$ cat src/svt_pkg.sv
`timescale 1ns / 1ps
// ----------------------------------------------------------------------------
// svt_pkg: shared types and constants of the sorted variable table
// Holds the table size, the operation codes and the transaction token that
// travels down the row of table cells.
// ----------------------------------------------------------------------------
package svt_pkg;

   localparam int TABLE_ENTRIES = 16;
   localparam int NUM_W         = 16;
   localparam int VAL_W         = 64;
   localparam int KIND_W        = 2;

   typedef enum logic [KIND_W-1:0] {
      KIND_INSERT = 2'd0,
      KIND_GET    = 2'd1,
      KIND_SET    = 2'd2,
      KIND_NONE   = 2'd3
   } kind_type;

   // Transaction token handed from cell to cell
   typedef struct packed {
      logic             valid;
      kind_type         kind;
      logic [NUM_W-1:0] number;  // key; for insert the entry being carried
      logic [VAL_W-1:0] value;   // carried value, or value read by get
      logic             done;    // slot placed, or match found
   } token_type;

   // Finished result of one transaction
   typedef struct packed {
      logic             status;
      logic [VAL_W-1:0] read_value;
   } result_type;

endpackage

$ cat src/svt_cell.sv
`timescale 1ns / 1ps
// ----------------------------------------------------------------------------
// svt_cell: one slot of the sorted variable table
// Holds one entry (number and value), applies the passing token to it and
// hands the token to the next cell in the next cycle.
// ----------------------------------------------------------------------------
module svt_cell (
   input  logic               clock,
   input  logic               reset,
   input  svt_pkg::token_type tok_i,
   output svt_pkg::token_type tok_o
);
   import svt_pkg::*;

   logic [NUM_W-1:0] num_ff;
   logic [NUM_W-1:0] num_in;
   logic [VAL_W-1:0] val_ff;
   logic [VAL_W-1:0] val_in;
   token_type        tok_ff;
   token_type        tok_in;
   logic             match;

   assign match = (num_ff == tok_i.number);

   // Apply the token to this slot
   always_comb begin
      num_in = num_ff;
      val_in = val_ff;
      tok_in = tok_i;
      if (tok_i.valid) begin
         unique case (tok_i.kind)
            KIND_INSERT: begin
               // Place here once the slot is empty or not smaller, then shift
               if (tok_i.done || (num_ff == '0) || (num_ff >= tok_i.number)) begin
                  num_in        = tok_i.number;
                  val_in        = tok_i.value;
                  tok_in.number = num_ff;
                  tok_in.value  = val_ff;
                  tok_in.done   = 1'b1;
               end
            end
            KIND_GET: begin
               if (!tok_i.done && match) begin
                  tok_in.value = val_ff;
                  tok_in.done  = 1'b1;
               end
            end
            KIND_SET: begin
               if (!tok_i.done && match) begin
                  val_in      = tok_i.value;
                  tok_in.done = 1'b1;
               end
            end
            default: begin
            end
         endcase
      end
   end

   // Hold the entry and pass the token on
   always_ff @(posedge clock) begin
      if (reset) begin
         num_ff       <= '0;
         tok_ff.valid <= 1'b0;
      end else begin
         num_ff       <= num_in;
         tok_ff.valid <= tok_in.valid;
      end
      val_ff        <= val_in;
      tok_ff.kind   <= tok_in.kind;
      tok_ff.number <= tok_in.number;
      tok_ff.value  <= tok_in.value;
      tok_ff.done   <= tok_in.done;
   end

   assign tok_o = tok_ff;

endmodule

$ cat src/svt_result_buf.sv
`timescale 1ns / 1ps
// ----------------------------------------------------------------------------
// svt_result_buf: result output register with a holding stage
// Takes the result leaving the last cell, parks it while the output register
// is occupied, and drives the result stream.
// ----------------------------------------------------------------------------
module svt_result_buf (
   input  logic                clock,
   input  logic                reset,
   input  logic                res_valid,
   input  svt_pkg::result_type res,
   output logic                hand_off,
   output logic                rsp_tvalid,
   input  logic                rsp_tready,
   output svt_pkg::result_type rsp
);
   import svt_pkg::*;

   result_type pend_ff;
   logic       pend_valid_ff;
   result_type rsp_ff;
   logic       rsp_valid_ff;
   logic       rsp_free;

   assign rsp_free = !rsp_valid_ff || rsp_tready;
   assign hand_off = rsp_free && (pend_valid_ff || res_valid);

   // Control: move pending or fresh result into the output register
   always_ff @(posedge clock) begin
      if (reset) begin
         pend_valid_ff <= 1'b0;
         rsp_valid_ff  <= 1'b0;
      end else begin
         if (hand_off) begin
            rsp_valid_ff  <= 1'b1;
            pend_valid_ff <= 1'b0;
         end else begin
            if (rsp_tready) begin
               rsp_valid_ff <= 1'b0;
            end
            if (res_valid) begin
               pend_valid_ff <= 1'b1;
            end
         end
      end
   end

   // Payload
   always_ff @(posedge clock) begin
      if (hand_off) begin
         rsp_ff <= pend_valid_ff ? pend_ff : res;
      end
      if (res_valid && !rsp_free) begin
         pend_ff <= res;
      end
   end

   assign rsp_tvalid = rsp_valid_ff;
   assign rsp        = rsp_ff;

endmodule

$ cat src/sorted_variable_table.sv
`timescale 1ns / 1ps
// ----------------------------------------------------------------------------
// sorted_variable_table: sorted table of numbered 64-bit variables
// Row of table cells with insert, get and set transactions.
// ----------------------------------------------------------------------------
// One transaction at a time travels down a row of TABLE_ENTRIES cells, one
// cell per cycle. The first cell registers the transaction at the accepting
// edge, and each cell in turn registers it before the result reaches the
// result register. Ready drops at acceptance and rises again in the same
// cycle that the result appears in the output register, even while that
// result still waits to be taken, so a new transaction is accepted only
// after the previous result has moved into the output register. A stalled
// response register keeps ready low until the result can move on. The
// table is empty after reset. Insert keeps the entries sorted by number
// and drops the last entry when the table is full; number 0 is never
// stored or found, and kind 3 answers status 1.
// ----------------------------------------------------------------------------
module sorted_variable_table (
   input  logic        clock,
   input  logic        reset,
   input  logic        req_tvalid,
   output logic        req_tready,
   input  logic [79:0] req_tdata,   // [15:0] var_number, [79:16] var_value
   input  logic [1:0]  req_tuser,   // [1:0] kind
   output logic        rsp_tvalid,
   input  logic        rsp_tready,
   output logic [63:0] rsp_tdata,   // [63:0] read_value
   output logic        rsp_tuser    // [0] status
);
   import svt_pkg::*;

   token_type  tok [0:TABLE_ENTRIES];
   token_type  head_tok;
   logic       busy_ff;
   logic       accept;
   logic       hand_off;
   kind_type   req_kind;
   token_type  last_tok;
   result_type res;
   result_type rsp;

   assign req_tready = !busy_ff;
   assign accept     = req_tvalid && !busy_ff;

   // Number zero matches nothing and cannot be stored: treat as no-op
   always_comb begin
      req_kind = kind_type'(req_tuser);
      if (req_tdata[NUM_W-1:0] == '0) begin
         req_kind = KIND_NONE;
      end
      head_tok.valid  = accept;
      head_tok.kind   = req_kind;
      head_tok.number = req_tdata[NUM_W-1:0];
      head_tok.value  = req_tdata[NUM_W +: VAL_W];
      head_tok.done   = 1'b0;
   end

   assign tok[0] = head_tok;

   // Row of table cells
   for (genvar i = 0; i < TABLE_ENTRIES; i++) begin : g_cell
      svt_cell u_cell (
         .clock (clock),
         .reset (reset),
         .tok_i (tok[i]),
         .tok_o (tok[i+1])
      );
   end

   // Form the result from the token leaving the row
   assign last_tok       = tok[TABLE_ENTRIES];
   assign res.status     = !last_tok.done;
   assign res.read_value = (last_tok.kind == KIND_GET && last_tok.done) ?
                           last_tok.value : '0;

   // Track the transaction in flight
   always_ff @(posedge clock) begin
      if (reset) begin
         busy_ff <= 1'b0;
      end else if (accept) begin
         busy_ff <= 1'b1;
      end else if (hand_off) begin
         busy_ff <= 1'b0;
      end
   end

   svt_result_buf u_result_buf (
      .clock      (clock),
      .reset      (reset),
      .res_valid  (last_tok.valid),
      .res        (res),
      .hand_off   (hand_off),
      .rsp_tvalid (rsp_tvalid),
      .rsp_tready (rsp_tready),
      .rsp        (rsp)
   );

   assign rsp_tdata = rsp.read_value;
   assign rsp_tuser = rsp.status;

endmodule

$ cat config.mk
export PLATFORM = sky130hd
export DESIGN_NAME = sorted_variable_table
export DESIGN_NICKNAME = d
export VERILOG_FILES = /design/src/svt_pkg.sv /design/src/svt_cell.sv /design/src/svt_result_buf.sv /design/src/sorted_variable_table.sv
export SDC_FILE = /design/constraint.sdc
export NUM_CORES = 2
export LEC_CHECK = 0
export ABC_CLOCK_PERIOD_IN_PS = 28300
export BUFFER_PORTS_ARGS = -buffer_cell sky130_fd_sc_hd__buf_2
export CELL_PAD_IN_SITES_DETAIL_PLACEMENT = 1
export CELL_PAD_IN_SITES_GLOBAL_PLACEMENT = 1
export CORE_UTILIZATION = 40
export DETAILED_ROUTE_END_ITERATION = 16
export PLACE_DENSITY = 0.69
export SKIP_CTS_REPAIR_TIMING = 1
export SLEW_MARGIN = 20
export SYNTH_ARGS = -nofsm -noshare
export SYNTH_HDL_FRONTEND = slang
export SYNTH_HIERARCHICAL = 1
export SYNTH_SLANG_ARGS = --single-unit
$ cat constraint.sdc
create_clock -name clock -period 28.3 [get_ports clock]
set_input_delay 1.415 -clock clock [delete_from_list [all_inputs] [get_ports clock]]
set_output_delay 1.415 -clock clock [all_outputs]
set_load 0.005 [all_outputs]
[After elaboration in Yosys (flattened, before gate mapping)]
Cells that the tools add are included.
Storage, ports and cells
  logic and storage cells: 536
  bits in registers: 2741
  input bits: 86
Cells by class
  reduce and logical (&&, ||, !) cells: 155
  eq/ne operators: 81
  multiplexer cells: 166
  order comparisons: 16
Operators with widths (number)
  64-bit case mux with 2 select lines: 32
  81-bit two-way mux: 30
  64-bit two-way mux: 33
  65-bit two-way mux: 19
  16-bit logical NOT: 17
  16-bit equality test: 16
  16-bit greater-or-equal comparator: 16
  16-bit two-way mux: 15
  2-bit by 1-bit inequality test with 1-bit output (second input constant): 32
  4-bit AND reduction: 16
  1-bit case mux with 3 select lines: 16
  3-bit AND reduction: 16
  2-bit nonzero test: 18
  2-bit by 1-bit equality test with 1-bit output (second input constant): 17
  1-bit logical OR: 33
  2-bit equality test (second input constant): 16
  2-bit logical NOT: 16
  1-bit two-way mux: 20
  1-bit logical AND: 19
  1-bit logical NOT: 19
  2-bit two-way mux: 1
  2-bit OR reduction: 1

[Depth between registers and ports, before layout]
  depth in word-level cells: 6
  mapped depth: 10
  depth with buffers taken out: 8

[By module]
Netlist, hierarchy kept.
By module, submodules not included
  svt_cell (g_cell[13].u_cell ...): instances 12, area an instance 7977.7 µm², cells an instance 824
  svt_cell (g_cell[0].u_cell ...): instances 4, area an instance 5934.4 µm², cells an instance 384
  svt_result_buf: instances 1, area an instance 4931.0 µm², cells an instance 211
  sorted_variable_table: instances 1, area an instance 543.0 µm², cells an instance 87

[Worst setup path after synthesis]
OpenSTA, ideal clock, no wires.
  kind: input -> register
  start point: in req_tdata[10]
  end point: reg g_cell[0].u_cell.val_ff[0] (enable)
  data arrival time: 12.686 ns
  setup time: 0.829 ns
  slack: 14.785 ns
  stages: 4
  data required time: 27.471 ns
  cell sequence: or4_1 o41ai_1 nor3_1 a2111oi_0
On the way
  longest elaborated chain between the ends: 5
  elaborated cells on any way between the ends: 11
  classes of those cells: order compare (1); eq/ne (4); mux (1); reduce/logical (5)
Ends and longest elaborated chain
  start, declared: RTL line sorted_variable_table.sv:23  | input logic [79:0] req_tdata,
  16-bit logical NOT (*): RTL line sorted_variable_table.sv:48  | if (req_tdata[NUM_W-1:0] == '0) begin
  2-bit two-way mux (*): RTL line sorted_variable_table.sv:48
  named net req_kind[1]: RTL line sorted_variable_table.sv:37  | kind_type req_kind;
  2-bit equality test / 2-bit logical NOT (equally long branches): RTL line svt_cell.sv:31  | unique case (tok_i.kind)
  2-bit by 1-bit inequality test with 1-bit output (no source line) / 2-bit nonzero test (equally long branches)
  4-bit AND reduction (no source line) (*)
  end signal, assigned: RTL line svt_cell.sv:69  | val_ff <= val_in;
  end, declared: RTL line svt_cell.sv:17  | logic [VAL_W-1:0] val_ff;
Mark *: on every way through the listed nets, which the timed path passes. The rest lies on a longest branch.
A chain may end at the register's enable or synchronous reset.

[Final worst setup path]
  start point: reg g_cell[8].u_cell.tok_ff (netlist bit g_cell[8].u_cell/tok_o[78])
  end point: reg g_cell[9].u_cell.val_ff[34] (enable)
On the way
  longest elaborated chain between the ends: 4
  elaborated cells on any way between the ends: 7
  classes of those cells: order compare (1); eq/ne (3); reduce/logical (3)
Ends and longest elaborated chain
  start, declared: RTL line svt_cell.sv:19  | token_type tok_ff;
  16-bit greater-or-equal comparator / 16-bit equality test (equally long branches): RTL line svt_cell.sv:34, svt_cell.sv:23
  1-bit logical OR / 1-bit logical AND (equally long branches): RTL line svt_cell.sv:34, svt_cell.sv:49
  2-bit by 1-bit inequality test with 1-bit output (no source line)
  4-bit AND reduction (no source line) (*)
  end signal, assigned: RTL line svt_cell.sv:69
  end, declared: RTL line svt_cell.sv:17
Every way passes the cells marked *; elsewhere a longest branch is shown, timed or not.

==> reports/results.ini <==
[status]
status = finished, violations left
violations = design-rule violations

[critical_path]
critPathTopFamily = compound AO/OA/AOI/OAI gates
path_cells = inv_1 > ha_1 > and4_4 > a41oi_4 > o2111a_4 > nand3_2 > o311a_2 > buf_4
crit_buf_inv = 2
cp_max_fo = 72
path_class = flip-flop to flip-flop
critPathMaxStageDelay_ns = 0.79
arrival_ns = 4.78
end_kind = flip-flop
crit_required_ns = 28.83
crit_path_start_kind = flip-flop
critPathSlowestCell = o2111a_4

[place]
gp_congestion = 0.828
dp_hpwl_um = 191000
placed_cells = 14927
place.port_buffers = 152

[sta]
fin_worst_skew_ns = 0.0440
min_period_ns = 4.25
fin_setup_tns_ns = 0
rsz0062_at_grt = no
fin_crit_sh_pct = 15.0
max_freq_ghz = 0.235
maxSlewViolCount = 0
finalHoldViolCount = 0
setup_viol = 0
maxSlewHeadroom_pct = 27.9
tightest_slew_ns = 1.07
hold_slack_ns = 0.415

[route]
wl_um = 323000
drt_pass1_iterations = 14
drt.antenna.violating_nets = 0
dr.first_iter.drc_count = 6294
wl_per_cell_um = 20.9
drc_errors = 13
vias = 91814
viasPerCell = 5.93

[power_and_ir_drop]
peakVddDrop_mv = 0.0507
total_power_mw = 9.30
power_density_nw_per_um2 = 67.9
power_leakage_nw = 45.7

[final_layout]
utilization_pct = 44.3
drive_gt1_share_pct = 13.0
fin_cells = 15486
nets = 11455
syn_to_final_growth_pct = 9.97
nFillCells = 33114
regArea_um2 = 66400
multi_input_area_um2 = 52000

[clocking]
cts.sinks = 2741
htree_levels = 5
cts_buffer_depth = 4
cts_buffers = 304
cts.clk_slew.worst_paths_ns = 0.06
clock_latency_ns = 0.92
root_buffer = clkbuf_16
cts_tree = yes

[floorplanning]
die_area_um2 = 313000
ios = 153
fp.coreArea_um2 = 309000
fp-row-count = 204
chipWidth_um = 560
start_util_pct = 40.2
fp.dieH_um = 560

[grt]
grt_pass1_vias = 98964
grt_max_degree = 96
antenna_found_initial = 1
grt-ovfl-total = 0
grt.total_usage_pct = 19.9
grt_first_pass_wirelength_um = 528000

[yosys]
synthCells = 11690
synthesis.area_um2 = 124000
avgSynthCellArea_um2 = 10.6
ys_warn_count = 6

[job]
cap_violations = 0

[hold_path]
hold_class = flip-flop to flip-flop

==> flip-flops by register name, summed over array words and instances (netlist names) <==
signal	flops
g_cell.u_cell/tok_o	1328
u_result_buf/pend_valid_ff	1
u_result_buf/rsp_tvalid	1
g_cell.u_cell/val_ff	1024
u_result_buf/pend_ff	65
g_cell.u_cell/num_ff	256
busy_ff	1
u_result_buf/rsp	65
==> report_power, final <==
group	internal, mW	total, mW	switching [mW]
Combinational	0.305	0.702	0.398
Sequential	4.43	4.62	0.192
Clock	2.35	3.98	1.62
==> worst reg2reg max path, delay by kind of cell, from the launching register on <==
kind	cells	cell delay, ns
flops	1	0.34
compound gates	3	1.73
fa+ha+maj	1	0.30
buf+inv	2	0.43
simple gates	2	0.97
==> per-layer routing <==
metal  part of all wire [%]  vias up  routed length [um]  global-route usage (%)
met3                    3.1      592                9940                    2.07
met2                     52     1815              167000                    36.9
met1                     43    46292              138000                    23.3
met4                    2.6        0                8540                    7.57
li1                       -    43115                   -                       -
met5                      0        -                   0                       0
==> final cells by class <==
cell class,count,area share [%]
diodes,1,0.00183
inverters,289,0.793
clock inverters,129,1.02
well taps,4120,3.77
flip-flops and latches,2741,48.6
multi-input cells,7453,38.0
repair buffers,324,1.51
clock buffers,429,6.33
==> worst paths after layout <==
kind | from | endpoint | slack (ns) | cells after the start
min reg2reg | g_cell[11].u_cell/tok_o[82] | g_cell[12].u_cell/tok_o[82] | 0.42 | 0
max | g_cell[8].u_cell/tok_o[78] | g_cell[9].u_cell/val_ff[34] | 24.05 | 8
min | g_cell[11].u_cell/tok_o[82] | g_cell[12].u_cell/tok_o[82] | 0.42 | 0
max reg2reg | g_cell[8].u_cell/tok_o[78] | g_cell[9].u_cell/val_ff[34] | 24.05 | 8
==> metrics by stage <==
step,setup slack [ns],cell area (um^2)
floorplan,14.78,124000
global placement,23.38,127000
detailed placement,23.24,127000
CTS,23.96,137000
global route,23.85,137000
finish,24.05,137000
==> placed cells by master, fill, tap and decap left out, types with 89 or more instances in the layout <==
cell type	count
a21oi_1	889
a32oi_1	192
buf_2	151
buf_4	172
clkbuf_16	311
dfxtp_1	1585
edfxtp_1	1154
ha_1	256
inv_1	289
mux2_2	123
mux2_4	378
nand2_1	320
nand2b_1	797
nand3_1	780
nand4_1	796
nor2_1	89
nor3_1	188
o211ai_1	768
o21ai_0	852
o311ai_1	108
o31ai_1	192
(Power assumes the default switching activity.)
